### src/design/assert_macros.svh
// assertion helpers shared by the lexer modules
// every use samples on i_clk and is disabled while i_rst_n is low
`ifndef ASSERT_MACROS_SVH
`define ASSERT_MACROS_SVH
`ifndef NO_ASSERTIONS
`define BTL_ASSERT_ALWAYS(label, cond) \
    label: assert property (@(posedge i_clk) disable iff (!i_rst_n) (cond)) \
        else $error("lexer assertion failed");
`define BTL_ASSERT_IMPL(label, ante, cons) \
    label: assert property (@(posedge i_clk) disable iff (!i_rst_n) (ante) |-> (cons)) \
        else $error("lexer assertion failed");
`define BTL_ASSERT_NEXT(label, ante, cons) \
    label: assert property (@(posedge i_clk) disable iff (!i_rst_n) (ante) |=> (cons)) \
        else $error("lexer assertion failed");
`else
`define BTL_ASSERT_ALWAYS(label, cond)
`define BTL_ASSERT_IMPL(label, ante, cons)
`define BTL_ASSERT_NEXT(label, ante, cons)
`endif
`endif

### src/design/btl_pkg.sv
`default_nettype none
package btl_pkg;

    localparam int MAX_COMMENT_DEPTH_DEF = 255;
    localparam int QUEUE_DEPTH = 4;

    typedef enum logic [2:0] {
        MODE_IDLE  = 3'd0,
        MODE_TEXT  = 3'd1,
        MODE_STR   = 3'd2,
        MODE_LINE  = 3'd3,
        MODE_BLOCK = 3'd4
    } t_mode;

    typedef enum logic [1:0] {
        HELD_NONE  = 2'd0,
        HELD_SLASH = 2'd1,
        HELD_STAR  = 2'd2
    } t_held;

    localparam logic [3:0] KIND_TEXT        = 4'd0;
    localparam logic [3:0] KIND_STRING      = 4'd1;
    localparam logic [3:0] KIND_OPEN_PAREN  = 4'd2;
    localparam logic [3:0] KIND_OPEN_SQUARE = 4'd3;
    localparam logic [3:0] KIND_OPEN_BRACE  = 4'd4;
    localparam logic [3:0] KIND_CLOSE_PAREN = 4'd5;
    localparam logic [3:0] KIND_CLOSE_SQUARE = 4'd6;
    localparam logic [3:0] KIND_CLOSE_BRACE = 4'd7;
    localparam logic [3:0] KIND_NONE        = 4'd8;

    localparam logic [1:0] ST_OK          = 2'd0;
    localparam logic [1:0] ST_UNTERM_STR  = 2'd1;
    localparam logic [1:0] ST_DEPTH_OVF   = 2'd2;

    localparam logic [7:0] CH_NUL    = 8'h00;
    localparam logic [7:0] CH_BS     = 8'h08;
    localparam logic [7:0] CH_TAB    = 8'h09;
    localparam logic [7:0] CH_LF     = 8'h0A;
    localparam logic [7:0] CH_FF     = 8'h0C;
    localparam logic [7:0] CH_CR     = 8'h0D;
    localparam logic [7:0] CH_SPACE  = 8'h20;
    localparam logic [7:0] CH_DQUOTE = 8'h22;
    localparam logic [7:0] CH_SQUOTE = 8'h27;
    localparam logic [7:0] CH_LPAREN = 8'h28;
    localparam logic [7:0] CH_RPAREN = 8'h29;
    localparam logic [7:0] CH_STAR   = 8'h2A;
    localparam logic [7:0] CH_COMMA  = 8'h2C;
    localparam logic [7:0] CH_SLASH  = 8'h2F;
    localparam logic [7:0] CH_SEMI   = 8'h3B;
    localparam logic [7:0] CH_LSQ    = 8'h5B;
    localparam logic [7:0] CH_BSLASH = 8'h5C;
    localparam logic [7:0] CH_RSQ    = 8'h5D;
    localparam logic [7:0] CH_LBRACE = 8'h7B;
    localparam logic [7:0] CH_RBRACE = 8'h7D;

    typedef struct packed {
        logic [3:0]  kind;
        logic [31:0] offset;
        logic [31:0] length;
        logic [31:0] line;
        logic [1:0]  status;
        logic        final_flag;
    } t_token;

    // up to two tokens handed from the lexer core to the result queue
    typedef struct packed {
        logic [1:0] count;
        t_token     slot0;
        t_token     slot1;
    } t_push;

    function automatic t_token mk_token(input logic [3:0] kind, input logic [31:0] offset,
                                        input logic [31:0] length, input logic [31:0] line,
                                        input logic [1:0] status);
        t_token t;
        t.kind       = kind;
        t.offset     = offset;
        t.length     = length;
        t.line       = line;
        t.status     = status;
        t.final_flag = 1'b0;
        return t;
    endfunction

    function automatic logic ends_text(input logic [7:0] b);
        return (b == CH_LPAREN) || (b == CH_RPAREN) || (b == CH_LSQ) || (b == CH_RSQ) ||
               (b == CH_LBRACE) || (b == CH_RBRACE) || (b == CH_DQUOTE) ||
               (b == CH_SQUOTE) || (b == CH_SPACE) || (b == CH_TAB) || (b == CH_LF) ||
               (b == CH_CR) || (b == CH_BS) || (b == CH_FF) || (b == CH_NUL) ||
               (b == CH_COMMA) || (b == CH_SEMI);
    endfunction

endpackage
`default_nettype wire

### src/design/btl_if.sv
`default_nettype none
interface btl_byte_if;
    logic       valid;
    logic       ready;
    logic [7:0] data_byte;
    logic       end_of_source;

    modport source (output valid, output data_byte, output end_of_source, input ready);
    modport sink (input valid, input data_byte, input end_of_source, output ready);
endinterface

interface btl_token_if;
    logic        valid;
    logic        ready;
    logic [3:0]  token_kind;
    logic [31:0] token_offset;
    logic [31:0] token_length;
    logic [31:0] line_number;
    logic [1:0]  status;
    logic        final_result;

    modport source (output valid, output token_kind, output token_offset,
                    output token_length, output line_number, output status,
                    output final_result, input ready);
    modport sink (input valid, input token_kind, input token_offset,
                  input token_length, input line_number, input status,
                  input final_result, output ready);
endinterface
`default_nettype wire

### src/design/btl_core.sv
`default_nettype none
module btl_core #(
    parameter int MAX_COMMENT_DEPTH = btl_pkg::MAX_COMMENT_DEPTH_DEF
) (
    input  wire logic          i_clk,
    input  wire logic          i_rst_n,
    input  wire logic          i_fire,
    input  wire logic [7:0]    i_data,
    input  wire logic          i_last,
    output btl_pkg::t_push     o_push
);

    localparam int DEPTH_W = $clog2(MAX_COMMENT_DEPTH + 1);
    localparam logic [DEPTH_W-1:0] MAX_D = DEPTH_W'(MAX_COMMENT_DEPTH);

    btl_pkg::t_mode      r_mode, n_mode;
    btl_pkg::t_held      r_held, n_held;
    logic [31:0]         r_pos, n_pos;
    logic [31:0]         r_line, n_line;
    logic [31:0]         r_start, n_start;
    logic                r_qsingle, n_qsingle;
    logic                r_esc, n_esc;
    logic [DEPTH_W-1:0]  r_depth, n_depth;

    logic               text_hit;
    logic               idle_hit;
    logic               c0v, civ, cfv;
    btl_pkg::t_token    c0, ci, cf;
    logic [7:0]         qchar;
    logic [DEPTH_W-1:0] dec_depth;

    always_comb begin
        n_mode    = r_mode;
        n_held    = r_held;
        n_pos     = r_pos + 32'd1;
        n_line    = r_line;
        n_start   = r_start;
        n_qsingle = r_qsingle;
        n_esc     = r_esc;
        n_depth   = r_depth;
        text_hit  = 1'b0;
        idle_hit  = 1'b0;
        c0v       = 1'b0;
        civ       = 1'b0;
        cfv       = 1'b0;
        c0        = '0;
        ci        = '0;
        cf        = '0;
        qchar     = r_qsingle ? btl_pkg::CH_SQUOTE : btl_pkg::CH_DQUOTE;
        dec_depth = (r_depth != '0) ? r_depth - 1'b1 : r_depth;
        o_push    = '0;

        unique case (r_mode)
            btl_pkg::MODE_TEXT: begin
                text_hit = 1'b1;
            end
            btl_pkg::MODE_STR: begin
                if (r_esc) begin
                    n_esc = 1'b0;
                end else if (i_data == qchar) begin
                    c0v    = 1'b1;
                    c0     = btl_pkg::mk_token(btl_pkg::KIND_STRING, r_start, r_pos - r_start,
                                               r_line, btl_pkg::ST_OK);
                    n_mode = btl_pkg::MODE_IDLE;
                end else if (i_data == btl_pkg::CH_BSLASH) begin
                    n_esc = 1'b1;
                end else if (i_data == btl_pkg::CH_LF) begin
                    n_line = r_line + 32'd1;
                end
            end
            btl_pkg::MODE_LINE: begin
                if (i_data == btl_pkg::CH_LF) begin
                    n_line = r_line + 32'd1;
                    n_mode = btl_pkg::MODE_IDLE;
                end
            end
            btl_pkg::MODE_BLOCK: begin
                if (i_data == btl_pkg::CH_LF) begin
                    n_line = r_line + 32'd1;
                end
                if (r_held == btl_pkg::HELD_SLASH && i_data == btl_pkg::CH_STAR) begin
                    n_held = btl_pkg::HELD_NONE;
                    if (r_depth >= MAX_D) begin
                        c0v = 1'b1;
                        c0  = btl_pkg::mk_token(btl_pkg::KIND_NONE, r_pos - 32'd1, 32'd2,
                                                r_line, btl_pkg::ST_DEPTH_OVF);
                    end else begin
                        n_depth = r_depth + 1'b1;
                    end
                end else if (r_held == btl_pkg::HELD_STAR && i_data == btl_pkg::CH_SLASH) begin
                    n_held  = btl_pkg::HELD_NONE;
                    n_depth = dec_depth;
                    if (dec_depth == '0) begin
                        n_mode = btl_pkg::MODE_IDLE;
                    end
                end else if (i_data == btl_pkg::CH_SLASH) begin
                    n_held = btl_pkg::HELD_SLASH;
                end else if (i_data == btl_pkg::CH_STAR) begin
                    n_held = btl_pkg::HELD_STAR;
                end else begin
                    n_held = btl_pkg::HELD_NONE;
                end
            end
            default: begin
                n_mode = btl_pkg::MODE_IDLE;
                n_held = btl_pkg::HELD_NONE;
                if (r_held == btl_pkg::HELD_SLASH) begin
                    if (i_data == btl_pkg::CH_SLASH) begin
                        n_mode = btl_pkg::MODE_LINE;
                    end else if (i_data == btl_pkg::CH_STAR) begin
                        n_mode  = btl_pkg::MODE_BLOCK;
                        n_depth = DEPTH_W'(1);
                    end else begin
                        n_mode   = btl_pkg::MODE_TEXT;
                        text_hit = 1'b1;
                    end
                end else begin
                    idle_hit = 1'b1;
                end
            end
        endcase

        // a text run closes on a delimiter, which is then handled as a fresh byte
        if (text_hit && btl_pkg::ends_text(i_data)) begin
            c0v      = 1'b1;
            c0       = btl_pkg::mk_token(btl_pkg::KIND_TEXT, r_start, r_pos - r_start,
                                         r_line, btl_pkg::ST_OK);
            n_mode   = btl_pkg::MODE_IDLE;
            idle_hit = 1'b1;
        end

        if (idle_hit) begin
            if (i_data <= btl_pkg::CH_SPACE) begin
                if (i_data == btl_pkg::CH_LF) begin
                    n_line = r_line + 32'd1;
                end
            end else begin
                unique case (i_data)
                    btl_pkg::CH_LPAREN, btl_pkg::CH_LSQ, btl_pkg::CH_LBRACE,
                    btl_pkg::CH_RPAREN, btl_pkg::CH_RSQ, btl_pkg::CH_RBRACE: begin
                        civ = 1'b1;
                        ci  = btl_pkg::mk_token(btl_pkg::KIND_NONE, r_pos, 32'd1, r_line,
                                                btl_pkg::ST_OK);
                        unique case (i_data)
                            btl_pkg::CH_LPAREN: ci.kind = btl_pkg::KIND_OPEN_PAREN;
                            btl_pkg::CH_LSQ:    ci.kind = btl_pkg::KIND_OPEN_SQUARE;
                            btl_pkg::CH_LBRACE: ci.kind = btl_pkg::KIND_OPEN_BRACE;
                            btl_pkg::CH_RPAREN: ci.kind = btl_pkg::KIND_CLOSE_PAREN;
                            btl_pkg::CH_RSQ:    ci.kind = btl_pkg::KIND_CLOSE_SQUARE;
                            default:            ci.kind = btl_pkg::KIND_CLOSE_BRACE;
                        endcase
                    end
                    btl_pkg::CH_DQUOTE, btl_pkg::CH_SQUOTE: begin
                        n_mode    = btl_pkg::MODE_STR;
                        n_qsingle = (i_data == btl_pkg::CH_SQUOTE);
                        n_esc     = 1'b0;
                        n_start   = r_pos + 32'd1;
                    end
                    btl_pkg::CH_COMMA, btl_pkg::CH_SEMI: begin
                        civ = 1'b1;
                        ci  = btl_pkg::mk_token(btl_pkg::KIND_TEXT, r_pos, 32'd1, r_line,
                                                btl_pkg::ST_OK);
                    end
                    btl_pkg::CH_SLASH: begin
                        n_held  = btl_pkg::HELD_SLASH;
                        n_start = r_pos;
                    end
                    default: begin
                        n_mode  = btl_pkg::MODE_TEXT;
                        n_start = r_pos;
                    end
                endcase
            end
        end

        // end of source: flush whatever is open, using the updated line count
        if (i_last) begin
            if (n_mode == btl_pkg::MODE_TEXT) begin
                cfv = 1'b1;
                cf  = btl_pkg::mk_token(btl_pkg::KIND_TEXT, n_start, n_pos - n_start, n_line,
                                        btl_pkg::ST_OK);
            end else if (n_mode == btl_pkg::MODE_IDLE && n_held == btl_pkg::HELD_SLASH) begin
                cfv = 1'b1;
                cf  = btl_pkg::mk_token(btl_pkg::KIND_TEXT, n_start, 32'd1, n_line,
                                        btl_pkg::ST_OK);
            end else if (n_mode == btl_pkg::MODE_STR) begin
                cfv = 1'b1;
                cf  = btl_pkg::mk_token(btl_pkg::KIND_STRING, n_start, n_pos - n_start, n_line,
                                        btl_pkg::ST_UNTERM_STR);
            end else if (!c0v && !civ) begin
                cfv = 1'b1;
                cf  = btl_pkg::mk_token(btl_pkg::KIND_NONE, 32'd0, 32'd0, n_line,
                                        btl_pkg::ST_OK);
            end
        end

        // pack the first two candidates into the push slots
        priority if (c0v) begin
            o_push.slot0 = c0;
            o_push.slot1 = civ ? ci : cf;
            o_push.count = (civ || cfv) ? 2'd2 : 2'd1;
        end else if (civ) begin
            o_push.slot0 = ci;
            o_push.slot1 = cf;
            o_push.count = cfv ? 2'd2 : 2'd1;
        end else if (cfv) begin
            o_push.slot0 = cf;
            o_push.count = 2'd1;
        end else begin
            o_push.count = 2'd0;
        end
        if (i_last) begin
            if (o_push.count == 2'd2) begin
                o_push.slot1.final_flag = 1'b1;
            end else begin
                o_push.slot0.final_flag = 1'b1;
            end
            n_mode    = btl_pkg::MODE_IDLE;
            n_held    = btl_pkg::HELD_NONE;
            n_pos     = 32'd0;
            n_line    = 32'd1;
            n_start   = 32'd0;
            n_qsingle = 1'b0;
            n_esc     = 1'b0;
            n_depth   = '0;
        end
        if (!i_fire) begin
            o_push.count = 2'd0;
        end
    end

    always_ff @(posedge i_clk) begin
        if (!i_rst_n) begin
            r_mode    <= btl_pkg::MODE_IDLE;
            r_held    <= btl_pkg::HELD_NONE;
            r_pos     <= 32'd0;
            r_line    <= 32'd1;
            r_start   <= 32'd0;
            r_qsingle <= 1'b0;
            r_esc     <= 1'b0;
            r_depth   <= '0;
        end else if (i_fire) begin
            r_mode    <= n_mode;
            r_held    <= n_held;
            r_pos     <= n_pos;
            r_line    <= n_line;
            r_start   <= n_start;
            r_qsingle <= n_qsingle;
            r_esc     <= n_esc;
            r_depth   <= n_depth;
        end
    end

`include "assert_macros.svh"
    `BTL_ASSERT_NEXT(a_last_resets, i_fire && i_last, r_pos == 32'd0 && r_line == 32'd1)
    `BTL_ASSERT_ALWAYS(a_depth_bound, r_depth <= MAX_D)
    `BTL_ASSERT_IMPL(a_last_gives_result, i_fire && i_last, o_push.count != 2'd0)

endmodule
`default_nettype wire

### src/design/btl_result_queue.sv
`default_nettype none
module btl_result_queue (
    input  wire logic        i_clk,
    input  wire logic        i_rst_n,
    input  wire btl_pkg::t_push i_push,
    output logic             o_room,
    btl_token_if.source      o_token
);

    localparam int PTR_W = $clog2(btl_pkg::QUEUE_DEPTH);
    localparam int CNT_W = $clog2(btl_pkg::QUEUE_DEPTH + 1);
    localparam logic [CNT_W-1:0] ROOM_MAX = CNT_W'(btl_pkg::QUEUE_DEPTH - 2);
    localparam logic [CNT_W-1:0] DEPTH_C  = CNT_W'(btl_pkg::QUEUE_DEPTH);

    btl_pkg::t_token    r_mem [btl_pkg::QUEUE_DEPTH];
    logic [PTR_W-1:0]   r_wr, n_wr;
    logic [PTR_W-1:0]   r_rd, n_rd;
    logic [CNT_W-1:0]   r_cnt, n_cnt;
    logic               pop;
    btl_pkg::t_token    head;

    assign head   = r_mem[r_rd];
    assign pop    = o_token.valid && o_token.ready;
    assign o_room = (r_cnt <= ROOM_MAX);

    assign o_token.valid        = (r_cnt != '0);
    assign o_token.token_kind   = head.kind;
    assign o_token.token_offset = head.offset;
    assign o_token.token_length = head.length;
    assign o_token.line_number  = head.line;
    assign o_token.status       = head.status;
    assign o_token.final_result = head.final_flag;

    always_comb begin
        n_wr  = r_wr + PTR_W'(i_push.count);
        n_rd  = pop ? r_rd + 1'b1 : r_rd;
        n_cnt = r_cnt + CNT_W'(i_push.count) - CNT_W'(pop);
    end

    always_ff @(posedge i_clk) begin
        if (!i_rst_n) begin
            r_wr  <= '0;
            r_rd  <= '0;
            r_cnt <= '0;
        end else begin
            r_wr  <= n_wr;
            r_rd  <= n_rd;
            r_cnt <= n_cnt;
        end
    end

    always_ff @(posedge i_clk) begin
        if (i_push.count != 2'd0) begin
            r_mem[r_wr] <= i_push.slot0;
        end
        if (i_push.count == 2'd2) begin
            r_mem[r_wr + 1'b1] <= i_push.slot1;
        end
    end

`include "assert_macros.svh"
    `BTL_ASSERT_ALWAYS(a_cnt_bound, r_cnt <= DEPTH_C)
    `BTL_ASSERT_IMPL(a_push_fits, i_push.count != 2'd0, r_cnt <= ROOM_MAX)

endmodule
`default_nettype wire

### src/design/bracket_text_lexer_top.sv
`default_nettype none
// bracket text lexer: takes one source byte per word on i_byte and returns
// tokens on o_token (text runs, quoted strings, six bracket kinds), skipping
// blanks, line comments and nested block comments, with offset and line
// counters per source. a byte is taken in every cycle while the result queue
// has room for two tokens; every byte is decoded combinationally from the lexer
// state registers and its tokens (none, one or two) go straight into a
// four-entry result queue, so ready stays high as long as the sink takes about
// one token per cycle. a byte that closes a text run with a bracket or comma
// yields two tokens and the sink then drains them one at a time. the
// word flagged end_of_source flushes any open token, always yields at least
// one result (the last one marked final_result) and returns all counters to
// their start values, so the next word begins a new source. an open string at
// the end reports status 1, a nesting past MAX_COMMENT_DEPTH reports status 2.
// an accepted byte's tokens are registered in the queue and reach o_token in order.
module bracket_text_lexer_top #(
    parameter int MAX_COMMENT_DEPTH = btl_pkg::MAX_COMMENT_DEPTH_DEF
) (
    input  wire logic     i_clk,
    input  wire logic     i_rst_n,
    btl_byte_if.sink      i_byte,
    btl_token_if.source   o_token
);

    logic             room;
    logic             fire;
    btl_pkg::t_push   push;

    // accept only while two free queue entries are guaranteed
    assign i_byte.ready = room;
    assign fire         = i_byte.valid && room;

    btl_core #(
        .MAX_COMMENT_DEPTH (MAX_COMMENT_DEPTH)
    ) u_core (
        .i_clk   (i_clk),
        .i_rst_n (i_rst_n),
        .i_fire  (fire),
        .i_data  (i_byte.data_byte),
        .i_last  (i_byte.end_of_source),
        .o_push  (push)
    );

    // output side is fully registered; stalls here never block the decoder
    // until the queue is down to fewer than two free entries
    btl_result_queue u_queue (
        .i_clk   (i_clk),
        .i_rst_n (i_rst_n),
        .i_push  (push),
        .o_room  (room),
        .o_token (o_token)
    );

endmodule
`default_nettype wire
### src/flat_wrapper.sv
// flat-port wrapper written by rule: the top's interface ports become plain ports
module bracket_text_lexer_top_flat 
#(
    parameter int MAX_COMMENT_DEPTH = btl_pkg::MAX_COMMENT_DEPTH_DEF
)
  (i_clk, i_rst_n, i_byte_valid, i_byte_data_byte, i_byte_end_of_source, i_byte_ready, o_token_valid, o_token_token_kind, o_token_token_offset, o_token_token_length, o_token_line_number, o_token_status, o_token_final_result, o_token_ready);
  btl_byte_if i_byte_i ();
  btl_token_if o_token_i ();
  input  wire logic i_clk;
  input  wire logic i_rst_n;
  input wire logic [$bits(i_byte_i.valid)-1:0] i_byte_valid;
  input wire logic [$bits(i_byte_i.data_byte)-1:0] i_byte_data_byte;
  input wire logic [$bits(i_byte_i.end_of_source)-1:0] i_byte_end_of_source;
  output wire logic [$bits(i_byte_i.ready)-1:0] i_byte_ready;
  output wire logic [$bits(o_token_i.valid)-1:0] o_token_valid;
  output wire logic [$bits(o_token_i.token_kind)-1:0] o_token_token_kind;
  output wire logic [$bits(o_token_i.token_offset)-1:0] o_token_token_offset;
  output wire logic [$bits(o_token_i.token_length)-1:0] o_token_token_length;
  output wire logic [$bits(o_token_i.line_number)-1:0] o_token_line_number;
  output wire logic [$bits(o_token_i.status)-1:0] o_token_status;
  output wire logic [$bits(o_token_i.final_result)-1:0] o_token_final_result;
  input wire logic [$bits(o_token_i.ready)-1:0] o_token_ready;
  assign i_byte_i.valid = i_byte_valid;
  assign i_byte_i.data_byte = i_byte_data_byte;
  assign i_byte_i.end_of_source = i_byte_end_of_source;
  assign i_byte_ready = i_byte_i.ready;
  assign o_token_valid = o_token_i.valid;
  assign o_token_token_kind = o_token_i.token_kind;
  assign o_token_token_offset = o_token_i.token_offset;
  assign o_token_token_length = o_token_i.token_length;
  assign o_token_line_number = o_token_i.line_number;
  assign o_token_status = o_token_i.status;
  assign o_token_final_result = o_token_i.final_result;
  assign o_token_i.ready = o_token_ready;
  bracket_text_lexer_top #(.MAX_COMMENT_DEPTH(MAX_COMMENT_DEPTH)) u_core (.i_clk(i_clk), .i_rst_n(i_rst_n), .i_byte(i_byte_i), .o_token(o_token_i));
endmodule
### config.mk
export PLATFORM = sky130hd
export DESIGN_NAME = bracket_text_lexer_top_flat
export DESIGN_NICKNAME = d
export VERILOG_FILES = /design/src/design/btl_pkg.sv /design/src/design/btl_if.sv /design/src/design/btl_core.sv /design/src/design/btl_result_queue.sv /design/src/design/bracket_text_lexer_top.sv /design/src/flat_wrapper.sv
export VERILOG_INCLUDE_DIRS = /design/src /design/src/design
export SDC_FILE = /design/constraint.sdc
export NUM_CORES = 1
export LEC_CHECK = 0
export BUFFER_PORTS_ARGS = -buffer_cell sky130_fd_sc_hd__buf_2
export CORE_MARGIN = 2
export CORE_UTILIZATION = 50
export CTS_CLUSTER_SIZE = 12
export DETAILED_ROUTE_END_ITERATION = 8
export GPL_TIMING_DRIVEN = 0
export PLACE_DENSITY = 0.67
export SETUP_SLACK_MARGIN = 0.5
export SLEW_MARGIN = 20
export SYNTH_ARGS = -nofsm -noshare
export SYNTH_HDL_FRONTEND = slang
export SYNTH_SLANG_ARGS = --single-unit
### constraint.sdc
create_clock -name i_clk -period 10.5 [get_ports i_clk]
set_input_delay 1.575 -clock i_clk [delete_from_list [all_inputs] [get_ports i_clk]]
set_output_delay 1.575 -clock i_clk [all_outputs]
set_load 0.1 [all_outputs]
==> results.toml <==
[synth]
synthFlopType = "edfxtp_1"
ys_warn_count = 0
synth-edff-count = 408
ys_seq_elements = 532
synth-seq-area-share_pct = 44.0
syn_area_sq_mm = 0.0335
async_reset_ff_share_pct = 0
syn_inst = 3441
synth.avg_cell_area_sq_um = 9.74
syn_nets = 3539
synth_cell_type_count = 94

[detailed_routing]
post-route-drc-count = 0
drtPass1Iterations = 8
wl_per_cell_um = 31.0
postRouteAntennaNets = 0
drt-total-wl_mm = 141
vias_per_cell = 7.03
first_iter_violations = 5169
vias = 32000

[cells_and_area]
design_area_sq_mm = 0.0374
layout-drive-gt1-share_pct = 11.0
layout.nets = 3725
finalNonFillerCells = 4547
area_growth_syn_to_layout_pct = 11.6
final_cell_mix = "edfxtp_1 (408), nand2_1 (339), o21ai_0 (276)"
final_common_cell = "edfxtp_1"

[clock_tree]
ctsResizeCount = 0
clock_tree.buffer_depth = 3
clock_sinks = 532
cts_root_buf = "clkbuf_16"
cts_setup_buffers = 0
cts_buffers = 59
path_clk_slew_ps = 70
h-tree-depth = 2
clk_latency_ps = 670
cts_hold_buf = 0
cts_tree = "built"

[global_routing]
antenna_found_initial = 5
grt_max_degree = 43
grt_pass1_wl_mm = 201
grt_usage_pct = 39.6
grt.overflow.total = 0
grt_pass1_vias = 29400

[critical_path]
cp_max_fo = 37
r2r_slack_ps = 1930
crit_arrival_ps = 9810
crit_path_start_kind = "input pin"
worst_ep_required_time_ps = 10840
r2r-start = "u_core.u_core.r_depth[0]$_SDFFE_PN0P_"
reg2regPathDepth = 21
worstSetupEndpointType = "flop"
timing.rr.end = "u_core.u_queue.r_mem[2][16]$_DFFE_PP_"
crit_type = "input pin to flop"

[placement]
io_buffers = 114
post-dp-hpwl_mm = 104
place_area_sq_mm = 0.0354
place_congestion = 1.03
placed_cells = 4429

[timing]
fin_hold_ws_ps = 460
finalCritPeriodShare_pct = 90.2
clock-skew-final_ps = 39.4
rsz0062_at_grt = "false"
hold_viol = 0
tightest_slew_ps = 1270
drv_slew = 0
maxSlewHeadroom_pct = 15.5
fmax_ghz = 0.106
finalCriticalPeriod_ps = 9470
finalSetupTns_ps = 0
setup_viol = 0

[job]
maxCapViolCount = 0

[die]
fp.coreArea_sq_mm = 0.0661
num_rows = 94
pin_count = 118
initial_utilization_pct = 50.7
die_h_um = 263
die_x_um = 263
die_area_sq_mm = 0.0691

[min_path]
holdCritStartpoint = "u_core.u_queue.r_mem[0][2]$_SDFFE_PP0N_"
min_path_type = "flop to flop"
whs_path_depth = 2
hold_path_end = "u_core.u_queue.r_mem[0][2]$_SDFFE_PP0N_"

[pwr]
switching_share_pct = 43.4
power_w = 0.00741
p_sw_w = 0.00322
internal-power_w = 0.00419
clkPwrFrac_pct = 29.0
pwr-share-seq_pct = 32.8
p_leak_nw = 12.1
ir_drop_uv = 183
combinationalPowerShare_pct = 38.2
power_density_mw_per_mm2 = 198

[run_status]
status = "completed"
cells in the mapped netlist (all sizes together) (35+ instances only):
library cell,number,share of area [%]
edfxtp,408,37
nand2,345,3.9
o21ai,298,4.5
clkbuf,250,2.8
nor2,184,2.1
nand3,181,2.7
a21oi,172,2.6
o22ai,152,2.8
dfxtp,124,7.4
o221ai,118,3.2
mux4,103,6.9
a22oi,87,2.0
ha,82,3.1
inv,77,0.86
nor3,76,1.2
and2,75,1.4
a22o,66,1.7
xnor2,66,1.7
nor2b,65,1.2
buf,54,0.77
xor2,44,1.1
a21o,37,0.83
and3,35,0.65
sequential cells by signal (all words and copies together), names as in the netlist, named ones only:
signal	count
u_core.u_queue.r_cnt	3
u_core.u_core.r_depth	8
u_core.u_queue.r_mem	412
u_core.u_queue.r_rd	2
u_core.u_core.r_pos	32
u_core.u_core.r_start	32
u_core.u_core.r_held	2
u_core.u_queue.r_wr	2
u_core.u_core.r_qsingle	1
u_core.u_core.r_mode	3
u_core.u_core.r_line	32
u_core.u_core.r_esc	1
layer usage:
layer	GRT usage [%]	wire, um
met1	56.1	55400
met2	55.3	56300
met3	12.2	21400
met4	18.4	7860
met5	0	12
critical path, stage by stage:
cell and delay (ps):
buf_2 90, buf_2 210, nor4b_4 460, and4_1 250, clkbuf_1 310, a41oi_1 140, and4_1 350, nor3_2 940
o21ai_1 510, nand2_4 250, nand3_1 160, buf_2 250, nand2_1 120, ha_1 280, nor3_1 300, or3_1 160
clkbuf_1 690, clkbuf_1 990, buf_1 660, nand2_4 610, buf_16 390
cell type report:
class | instances | area, sq um
antenna | 7 | 17.5
buffer | 304 | 1210
clock buffer | 83 | 1620
clock inverter | 27 | 324
fill | 5904 | 28700
inverter | 78 | 293
multi-input combinational | 2527 | 17300
sequential | 532 | 14700
tap | 864 | 1080
timing repair buffer | 125 | 788
per-stage QoR:
stage,util (%),setup WS [ps]
finish,56.6,1030
global route,56.6,897
CTS,56.5,1360
detailed placement,53.6,733
global placement,53.2,-2830
floorplan,-,2400
how the worst max path moves through the flow:
stage / cells after the start / slack, ps / startpoint / end
2_1_floorplan: 19 / 2400 / i_byte_data_byte[5] / u_core.u_queue.r_mem[2][0]$_DFFE_PP_
3_3_place_gp: 20 / -2830 / i_byte_data_byte[5] / u_core.u_queue.r_mem[2][12]$_DFFE_PP_
3_5_place_dp: 21 / 730 / i_byte_data_byte[5] / u_core.u_queue.r_mem[2][12]$_DFFE_PP_
4_1_cts: 21 / 1360 / i_byte_data_byte[5] / u_core.u_queue.r_mem[2][18]$_DFFE_PP_
5_1_grt: 21 / 900 / i_byte_data_byte[5] / u_core.u_queue.r_mem[2][16]$_DFFE_PP_
6_report: 21 / 1030 / i_byte_data_byte[5] / u_core.u_queue.r_mem[2][16]$_DFFE_PP_
kinds of logic after synthesis:
group                      count (synthesis)  synth area share (%)
AOI/OAI and AO/OA                       1119                  22.2
xor gates and xnor gates                 110                  2.87
buffers and inverters                    382                  4.44
muxes                                    108                  7.08
and+or+nand+nor                         1104                  16.1
DFF                                      532                  44.0
adders and majority gates                 86                  3.27
power groups by stage:
stage / Sequential (W) / Clock (W) / Combinational [W]
5_1_grt: 0.00244 / 0.00221 / 0.00288
4_1_cts: 0.00243 / 0.00214 / 0.00279
2_1_floorplan: 0.00247 / 0 / 0.00215
6_report: 0.00243 / 0.00215 / 0.00283
3_5_place_dp: 0.00247 / 0 / 0.00278
3_3_place_gp: 0.00250 / 0 / 0.00276
Power figures use the tool's default switching activity.
